<file path="src/hw/rtl/prfa_pkg.sv">
// Shared types and constants for the paired resource FIFO arbiter.
// No dependencies; imported by every module of the block.
`default_nettype none

package prfa_pkg;

    // Fixed field widths of the block's ports.
    localparam int SEAT_W  = 4;
    localparam int COUNT_W = 5;

    // At most this many grants are issued for one input transfer.
    localparam int GRANT_LIMIT = 8;
    localparam int GRANT_W     = $clog2(GRANT_LIMIT + 1);
    localparam int EMIT_W      = $clog2(GRANT_LIMIT);

    // Operation codes carried by the opcode field.
    localparam logic OP_REQUEST = 1'b0;
    localparam logic OP_RETURN  = 1'b1;

    // Reset value of the seat count register.
    localparam logic [COUNT_W-1:0] SEAT_COUNT_RESET = 5'd5;

    typedef logic [SEAT_W-1:0]  t_seat;
    typedef logic [COUNT_W-1:0] t_count;

endpackage

`default_nettype wire

</file>
<file path="src/hw/rtl/prfa_wait_queue.sv">
// Storage for the wait queue: one write port and one read port with registered data.
// Depends on prfa_pkg for the seat type.
`default_nettype none

module prfa_wait_queue #(
    parameter int DEPTH  = 16,
    parameter int ADDR_W = 4
) (
    input  logic               i_clk,
    input  logic               i_we,
    input  logic [ADDR_W-1:0]  i_waddr,
    input  prfa_pkg::t_seat    i_wdata,
    input  logic               i_re,
    input  logic [ADDR_W-1:0]  i_raddr,
    output prfa_pkg::t_seat    o_rdata
);
    import prfa_pkg::*;

    t_seat r_mem [DEPTH];
    t_seat r_rdata;

    always_ff @(posedge i_clk) begin
        if (i_we) begin
            r_mem[i_waddr] <= i_wdata;
        end
    end

    always_ff @(posedge i_clk) begin
        if (i_re) begin
            r_rdata <= r_mem[i_raddr];
        end
    end

    assign o_rdata = r_rdata;

endmodule

`default_nettype wire

</file>
<file path="src/hw/rtl/paired_resource_fifo_arbiter.sv">
// Top level of the paired resource FIFO arbiter: sequencer, resource flags and result list.
// Depends on prfa_pkg and instantiates prfa_wait_queue.
`default_nettype none

// Channel   | Direction | Handshake                  | Payload
// ----------+-----------+----------------------------+----------------------------------------
// input     | in        | i_in_valid / o_in_ready    | i_opcode, i_seat_id
// result    | out       | o_out_valid / i_out_ready  | o_grant_valid, o_granted_seat,
//           |           |                            | o_request_dropped, o_last
// config    | in        | i_cfg_valid / o_cfg_ready  | i_cfg_seat_count
//
// An input transfer is accepted in the idle state, then the scan reads the whole queue as it
// stands after the request or return is applied, then the results follow (one per grant, or
// a single empty result). The scan is set by the wait queue's single read port: one queued
// entry is evaluated per cycle. The block takes one item at a time; o_in_ready is high only
// between items. Stalls on the result side hold the current result and freeze the sequencer.
// Reset is synchronous and active low; it frees every resource, empties the queue and loads
// the seat count with 5. The queue storage itself needs no clearing pass.

module paired_resource_fifo_arbiter #(
    parameter int MAX_SEATS = 16
) (
    input  logic              i_clk,
    input  logic              i_rst_n,

    input  logic              i_in_valid,
    output logic              o_in_ready,
    input  logic              i_opcode,
    input  prfa_pkg::t_seat   i_seat_id,

    output logic              o_out_valid,
    input  logic              i_out_ready,
    output logic              o_grant_valid,
    output prfa_pkg::t_seat   o_granted_seat,
    output logic              o_request_dropped,
    output logic              o_last,

    input  logic              i_cfg_valid,
    output logic              o_cfg_ready,
    input  prfa_pkg::t_count  i_cfg_seat_count
);
    import prfa_pkg::*;

    // Address of a queue entry or a resource flag.
    localparam int AW = $clog2(MAX_SEATS);
    // Queue length, which can reach MAX_SEATS itself.
    localparam int QW = $clog2(MAX_SEATS + 1);
    // Width for seat and seat count arithmetic; holds the active seat count and seat + 1.
    localparam int NW = (QW > COUNT_W) ? QW : COUNT_W;

    localparam logic [1:0] ST_IDLE = 2'd0;
    localparam logic [1:0] ST_SCAN = 2'd1;
    localparam logic [1:0] ST_EMIT = 2'd2;

    // Right-hand neighbor of a seat, wrapping to seat 0 at the active seat count.
    function automatic logic [NW-1:0] right_of(input logic [NW-1:0] seat,
                                               input logic [NW-1:0] n);
        logic [NW-1:0] nxt;
        nxt = seat + NW'(1);
        return (nxt >= n) ? '0 : nxt;
    endfunction

    logic [1:0]            r_state,     n_state;
    t_count                r_seat_count;
    logic [MAX_SEATS-1:0]  r_free,      n_free;
    logic [QW-1:0]         r_qlen,      n_qlen;
    logic                  r_drop,      n_drop;
    logic [QW-1:0]         r_rd_idx,    n_rd_idx;
    logic [QW-1:0]         r_keep,      n_keep;
    logic                  r_ev_vld,    n_ev_vld;
    logic [GRANT_W-1:0]    r_grants,    n_grants;
    t_seat                 r_list [GRANT_LIMIT];
    t_seat                 n_list [GRANT_LIMIT];
    logic [EMIT_W-1:0]     r_emit_idx,  n_emit_idx;

    logic                  mem_we;
    logic [AW-1:0]         mem_waddr;
    t_seat                 mem_wdata;
    logic                  mem_re;
    logic [AW-1:0]         mem_raddr;
    t_seat                 mem_rdata;

    logic [NW-1:0]         sc_x;
    logic [NW-1:0]         active_n;
    logic                  in_xfer;
    logic                  out_xfer;
    logic [NW-1:0]         id_x;
    logic [NW-1:0]         id_r;
    logic                  id_in;
    logic                  q_full;
    logic [NW-1:0]         ev_x;
    logic [NW-1:0]         ev_r;
    logic                  ev_ok;
    logic                  rd_more;
    logic                  scan_done;
    logic [GRANT_W-1:0]    emit_cnt;

    prfa_wait_queue #(
        .DEPTH  (MAX_SEATS),
        .ADDR_W (AW)
    ) u_queue (
        .i_clk   (i_clk),
        .i_we    (mem_we),
        .i_waddr (mem_waddr),
        .i_wdata (mem_wdata),
        .i_re    (mem_re),
        .i_raddr (mem_raddr),
        .o_rdata (mem_rdata)
    );

    // Seat count in use: zero behaves as one, and values above MAX_SEATS are clipped.
    assign sc_x     = NW'(r_seat_count);
    assign active_n = (r_seat_count == '0)      ? NW'(1)
                    : (sc_x > NW'(MAX_SEATS))   ? NW'(MAX_SEATS)
                    : sc_x;

    assign o_in_ready  = (r_state == ST_IDLE);
    assign o_cfg_ready = 1'b1;
    assign in_xfer     = i_in_valid && o_in_ready;
    assign out_xfer    = o_out_valid && i_out_ready;

    assign id_x   = NW'(i_seat_id);
    assign id_in  = (id_x < active_n);
    assign id_r   = right_of(id_x, active_n);
    assign q_full = (r_qlen >= QW'(MAX_SEATS));

    // Evaluation of the entry whose read data arrived this cycle. A seat at or above the
    // active count is stale and is kept in the queue untouched.
    assign ev_x  = NW'(mem_rdata);
    assign ev_r  = right_of(ev_x, active_n);
    assign ev_ok = r_ev_vld && (r_grants < GRANT_W'(GRANT_LIMIT)) && (ev_x < active_n)
                && r_free[ev_x[AW-1:0]] && r_free[ev_r[AW-1:0]];

    // The scan ends in the cycle that evaluates the last entry, or at once on an empty queue.
    assign rd_more   = (r_rd_idx < r_qlen);
    assign scan_done = !rd_more;

    always_comb begin
        n_state    = r_state;
        n_free     = r_free;
        n_qlen     = r_qlen;
        n_drop     = r_drop;
        n_rd_idx   = r_rd_idx;
        n_keep     = r_keep;
        n_ev_vld   = r_ev_vld;
        n_grants   = r_grants;
        n_list     = r_list;
        n_emit_idx = r_emit_idx;
        mem_we     = 1'b0;
        mem_waddr  = r_qlen[AW-1:0];
        mem_wdata  = i_seat_id;
        mem_re     = 1'b0;
        mem_raddr  = r_rd_idx[AW-1:0];

        unique case (r_state)
            ST_IDLE: begin
                if (in_xfer) begin
                    n_drop = 1'b0;
                    if (i_opcode == OP_REQUEST) begin
                        if (!id_in || q_full) begin
                            n_drop = 1'b1;
                        end else begin
                            // Append at the tail.
                            mem_we = 1'b1;
                            n_qlen = r_qlen + QW'(1);
                        end
                    end else if (id_in) begin
                        n_free[id_x[AW-1:0]] = 1'b1;
                        n_free[id_r[AW-1:0]] = 1'b1;
                    end
                    n_rd_idx = '0;
                    n_keep   = '0;
                    n_ev_vld = 1'b0;
                    n_grants = '0;
                    n_state  = ST_SCAN;
                end
            end
            ST_SCAN: begin
                // Read one entry ahead while evaluating the previous one. The write side
                // compacts survivors toward the head; its address never passes the read side.
                mem_re   = rd_more;
                n_ev_vld = rd_more;
                if (rd_more) begin
                    n_rd_idx = r_rd_idx + QW'(1);
                end
                if (r_ev_vld) begin
                    if (ev_ok) begin
                        n_free[ev_x[AW-1:0]]          = 1'b0;
                        n_free[ev_r[AW-1:0]]          = 1'b0;
                        n_list[r_grants[EMIT_W-1:0]]  = mem_rdata;
                        n_grants                      = r_grants + GRANT_W'(1);
                    end else begin
                        mem_we    = 1'b1;
                        mem_waddr = r_keep[AW-1:0];
                        mem_wdata = mem_rdata;
                        n_keep    = r_keep + QW'(1);
                    end
                end
                if (scan_done) begin
                    n_qlen     = n_keep;
                    n_emit_idx = '0;
                    n_state    = ST_EMIT;
                end
            end
            ST_EMIT: begin
                if (out_xfer) begin
                    if (o_last) begin
                        n_state = ST_IDLE;
                    end else begin
                        n_emit_idx = r_emit_idx + EMIT_W'(1);
                    end
                end
            end
            default: begin
                n_state = ST_IDLE;
            end
        endcase
    end

    always_ff @(posedge i_clk) begin
        if (!i_rst_n) begin
            r_state      <= ST_IDLE;
            r_seat_count <= SEAT_COUNT_RESET;
            r_free       <= '1;
            r_qlen       <= '0;
            r_drop       <= 1'b0;
            r_rd_idx     <= '0;
            r_keep       <= '0;
            r_ev_vld     <= 1'b0;
            r_grants     <= '0;
            r_emit_idx   <= '0;
        end else begin
            r_state    <= n_state;
            r_free     <= n_free;
            r_qlen     <= n_qlen;
            r_drop     <= n_drop;
            r_rd_idx   <= n_rd_idx;
            r_keep     <= n_keep;
            r_ev_vld   <= n_ev_vld;
            r_grants   <= n_grants;
            r_emit_idx <= n_emit_idx;
            if (i_cfg_valid && o_cfg_ready) begin
                r_seat_count <= i_cfg_seat_count;
            end
        end
    end

    // The granted seats carry no reset; only entries below the grant count are ever shown.
    always_ff @(posedge i_clk) begin
        r_list <= n_list;
    end

    // Results: one per grant in queue order, or a single empty result when nothing was granted.
    assign emit_cnt          = (r_grants == '0) ? GRANT_W'(1) : r_grants;
    assign o_out_valid       = (r_state == ST_EMIT);
    assign o_grant_valid     = (r_grants != '0);
    assign o_granted_seat    = (r_grants != '0) ? r_list[r_emit_idx] : '0;
    assign o_request_dropped = r_drop;
    assign o_last            = ((GRANT_W'(r_emit_idx) + GRANT_W'(1)) == emit_cnt);

    // The queue never holds more entries than it has room for.
    a_qlen_bound: assert property (@(posedge i_clk) disable iff (!i_rst_n)
        r_qlen <= QW'(MAX_SEATS))
        else $error("wait queue length exceeds its depth");

    // Compaction writes never overtake the read pointer.
    a_keep_behind: assert property (@(posedge i_clk) disable iff (!i_rst_n)
        (r_state == ST_SCAN) |-> (r_keep <= r_rd_idx))
        else $error("compaction pointer passed the read pointer");

    // The grant count stays within the result list.
    a_grant_bound: assert property (@(posedge i_clk) disable iff (!i_rst_n)
        r_grants <= GRANT_W'(GRANT_LIMIT))
        else $error("grant count exceeds the result list");

    // After the final result of an item is taken, the block is ready for the next item.
    a_last_idle: assert property (@(posedge i_clk) disable iff (!i_rst_n)
        (out_xfer && o_last) |=> o_in_ready)
        else $error("block not ready after the final result");

endmodule

`default_nettype wire
</file>
<file path="config.mk">
export PLATFORM = sky130hd
export DESIGN_NAME = paired_resource_fifo_arbiter
export DESIGN_NICKNAME = d
export VERILOG_FILES = /design/src/hw/rtl/prfa_pkg.sv /design/src/hw/rtl/prfa_wait_queue.sv /design/src/hw/rtl/paired_resource_fifo_arbiter.sv
export SDC_FILE = /design/constraint.sdc
export NUM_CORES = 1
export LEC_CHECK = 0
export BUFFER_PORTS_ARGS = -buffer_cell sky130_fd_sc_hd__clkbuf_2
export CAP_MARGIN = 20
export CORE_MARGIN = 2
export CORE_UTILIZATION = 52
export CTS_CLUSTER_DIAMETER = 30
export CTS_CLUSTER_SIZE = 30
export DETAILED_ROUTE_END_ITERATION = 16
export PLACE_DENSITY_LB_ADDON = 0.2
export RECOVER_POWER = 100
export SLEW_MARGIN = 40
export SYNTH_ARGS = -nofsm -noshare
export SYNTH_HDL_FRONTEND = slang
export SYNTH_SLANG_ARGS = --single-unit
</file>
<file path="constraint.sdc">
create_clock -name i_clk -period 5 [get_ports i_clk]
set_input_delay 1 -clock i_clk [delete_from_list [all_inputs] [get_ports i_clk]]
set_output_delay 1 -clock i_clk [all_outputs]
set_load 0.02 [all_outputs]
</file>
==> results.json <==
{
  "root_buffer": "clkbuf_16",
  "critPathArrivalTime_ps": 4690,
  "syn_inst": 688,
  "worstMarginPinSlew_ps": 1678,
  "cp_max_fo": 18,
  "clock_sink_count": 147,
  "core-area_sq_mm": 0.01515,
  "synth_area_leaders": "edfxtp_1, dfxtp_1, mux4_2, ha_1, nor2_1",
  "max-vdd-ir-drop_mv": 0.2324,
  "grt-ovfl-total": 0,
  "vias_per_cell": 6.551,
  "grt_setup_unrepaired": "no",
  "drc": 0,
  "end_kind": "flip-flop",
  "slowest_stage": "clkbuf_1",
  "ys_types": 74,
  "cts_resized": 0,
  "status": "complete, but fails checks",
  "switchingPower_uw": 732.1,
  "wl_per_cell_microns": 21.70,
  "rows": 45,
  "path_delay_family": "buffers and inverters",
  "dieArea_sq_mm": 0.01646,
  "swShare_pct": 25.83,
  "grt_pass1_wl_mm": 31.17,
  "synth_flop_cell": "edfxtp_1",
  "tns_ps": 0,
  "violations": "max-capacitance violations, max-slew violations",
  "grt_antenna_before_repair": 0,
  "combinationalPowerShare_pct": 9.6,
  "p_leak_uw": 0.002945,
  "intPower_uw": 2102,
  "initial_utilization_pct": 53.04,
  "synth_top_area_share_pct": 37.38,
  "holdBufCountCts": 0,
  "yosys_warnings": 0,
  "crit_chain": "clkbuf_1, and3_1, ha_1, and2_0, a21oi_1, buf_4, nand2_1, o211a_4, a211oi_2, buf_4, mux2_1",
  "yosysTopAreaCell": "edfxtp_1",
  "io_buffer_count": 23,
  "fill_cells": 1239,
  "h-tree-depth": 4,
  "worst-path-buf-inv": 3,
  "synth_nets": 739,
  "maxCapViolations": 1,
  "drt_iter0_markers": 752,
  "drt_wl_total_mm": 19.58,
  "max_stage_delay_ps": 760,
  "antenna_cells": 0,
  "grt_pass1_vias": 5686,
  "cts_tree": "done",
  "clockPowerShare_pct": 43.4,
  "dpl_cell_area_sq_mm": 0.008328,
  "setup_ws_ps": 371.4,
  "hold_viol_final": 0,
  "io_pins": 25,
  "yosys_register_bits": 147,
  "drive_gt1_share_pct": 14.99,
  "clkTransAtPathRegs_ps": 60,
  "slew_violations": 21,
  "dr.pass1.iters": 6,
  "place_congestion": 0.9714,
  "fin_total_pwr_uw": 2834,
  "nets": 752,
  "synth-seq-area-share_pct": 49.09,
  "seqCellArea_sq_mm": 0.003945,
  "grt_max_degree": 31,
  "die_h_microns": 128.3,
  "avgSynthCellArea_sq_um": 11.68,
  "slew_headroom_pct": -11.85,
  "grtUsageTotal_pct": 25.04,
  "cp.required_ps": 5060,
  "dp_worst_setup_slack_ps": 577.9,
  "multi_input_area_sq_mm": 0.003737,
  "min_period_ps": 4629,
  "power.density_mw_per_mm2": 322.0,
  "critPathLaunchType": "flip-flop",
  "max_freq_mhz": 216.0,
  "seq_power_share_pct": 47.1,
  "synth_edf_count": 100,
  "clk_latency_ps": 430,
  "post_cts_buffers": 0,
  "design_area_sq_mm": 0.008801,
  "finalCritPeriodShare_pct": 92.57,
  "hp-class": "flip-flop to flip-flop",
  "max-clock-path-buffers": 2,
  "report.final.setup_viol": 0,
  "yosysMostFrequentCell": "edfxtp_1",
  "syn_area_sq_mm": 0.008034,
  "synthTopCellsByCount": "edfxtp_1, nor2_1, nand2_1",
  "num_vias": 5909,
  "area_growth_pct": 9.547,
  "dpl.hpwl_mm": 13.76,
  "path_class": "flip-flop to flip-flop",
  "numCtsBuffers": 17,
  "cpMostUsedCell": "buf_4",
  "ant_nets": 0,
  "async_reset_ff_share_pct": 0,
  "fp.dieW_microns": 128.3,
  "worst-r2r-setup-slack_ps": 370,
  "skew_ps": 8.617
}
-- worst reg2reg max path, delay by kind of cell (launching register included) --
family          cells  cell delay, ps
buf+inv             3            1310
compound gates      3            1030
simple gates        3             670
mux                 1             600
flops               1             370
fa+ha+maj           1             250
-- cells by family (layout without fill, tap and decap cells) --
kind of cell	after synthesis	in the layout	synth area share, %
other cells	1	1	0.04668
buf+inv	73	99	3.940
xor+xnor	9	9	0.9812
simple gates	212	212	13.05
mux	59	59	13.02
flops	147	147	49.09
fa+ha+maj	36	36	5.607
compound gates	151	151	14.27
-- power groups by stage --
stage               combinational [uW]  sequential [uW]  clock [uW]
floorplan                          193             1350           0
global placement                   265             1360           0
detailed placement                 269             1360           0
CTS                                271             1330        1250
global route                       297             1330        1300
finish                             271             1330        1230
-- final timing paths --
kind              cells after the start             endpoint               start
setup / recovery                     11  u_queue.r_mem[9][2]  u_queue.o_rdata[3]
hold / removal                        2    o_request_dropped   o_request_dropped
setup reg to reg                     11  u_queue.r_mem[9][2]  u_queue.o_rdata[3]
hold reg to reg                       2    o_request_dropped   o_request_dropped
-- cell type report --
cell class              count  share of cell area, %
clock inverters            15                  1.635
clock buffers              17                  4.834
inverters                  26                  1.109
repair buffers             41                  2.459
flip-flops and latches    147                  44.83
multi-input cells         468                  42.47
well taps                 188                  2.673
-- placed cells by master (no fill, tap or decap), drive strengths merged, types with 4 or more instances in the layout --
| master | netlist | routed |
|---|---|---|
| nand2 | 52 | 52 |
| nand4 | 14 | 14 |
| nor2b | 12 | 12 |
| clkinvlp | 0 | 4 |
| o21a | 4 | 4 |
| a311oi | 8 | 8 |
| o22ai | 4 | 4 |
| nand4b | 4 | 4 |
| xnor2 | 6 | 6 |
| nand3 | 29 | 29 |
| nor4 | 7 | 7 |
| mux2 | 5 | 5 |
| and3 | 7 | 7 |
| buf | 20 | 12 |
| dfxtp | 47 | 47 |
| a21oi | 35 | 35 |
| nor3 | 8 | 8 |
| mux2i | 19 | 19 |
| o21ai | 19 | 19 |
| inv | 25 | 32 |
| clkbuf | 27 | 46 |
| a31oi | 12 | 12 |
| ha | 36 | 36 |
| a221oi | 7 | 7 |
| clkinv | 1 | 4 |
| a2111oi | 4 | 4 |
| nand3b | 4 | 4 |
| edfxtp | 100 | 100 |
| nand2b | 8 | 8 |
| and2 | 5 | 5 |
| a211oi | 12 | 12 |
| nor2 | 55 | 55 |
| o211ai | 10 | 10 |
| mux4 | 35 | 35 |
| a211o | 12 | 12 |
-- per-stage QoR --
stage	hold WS (ps)	util [%]	cells
after floorplan	442.4	-	688
after global placement	458.0	54.82	870
after detailed placement	462.9	54.99	870
after CTS	474.5	58.74	902
after global routing	489.5	58.11	902
final	470.2	58.11	902
-- sequential cells by signal, indices dropped and copies added (netlist names) --
| signal | flops |
|---|---|
| u_queue.r_mem | 64 |
| r_ev_vld | 1 |
| r_grants | 4 |
| r_rd_idx | 5 |
| o_request_dropped | 1 |
| r_free | 16 |
| r_list | 32 |
| r_state | 2 |
| r_qlen | 5 |
| r_emit_idx | 3 |
| u_queue.o_rdata | 4 |
| r_seat_count | 5 |
| r_keep | 5 |
-- layer usage --
metal	GRT usage, %	share of wire [%]
met1	35.55	44
met2	37.58	45
met3	5.593	7.5
met4	9.890	3.2
met5	0	0
Note: power is estimated with default switching activity, not from simulation.
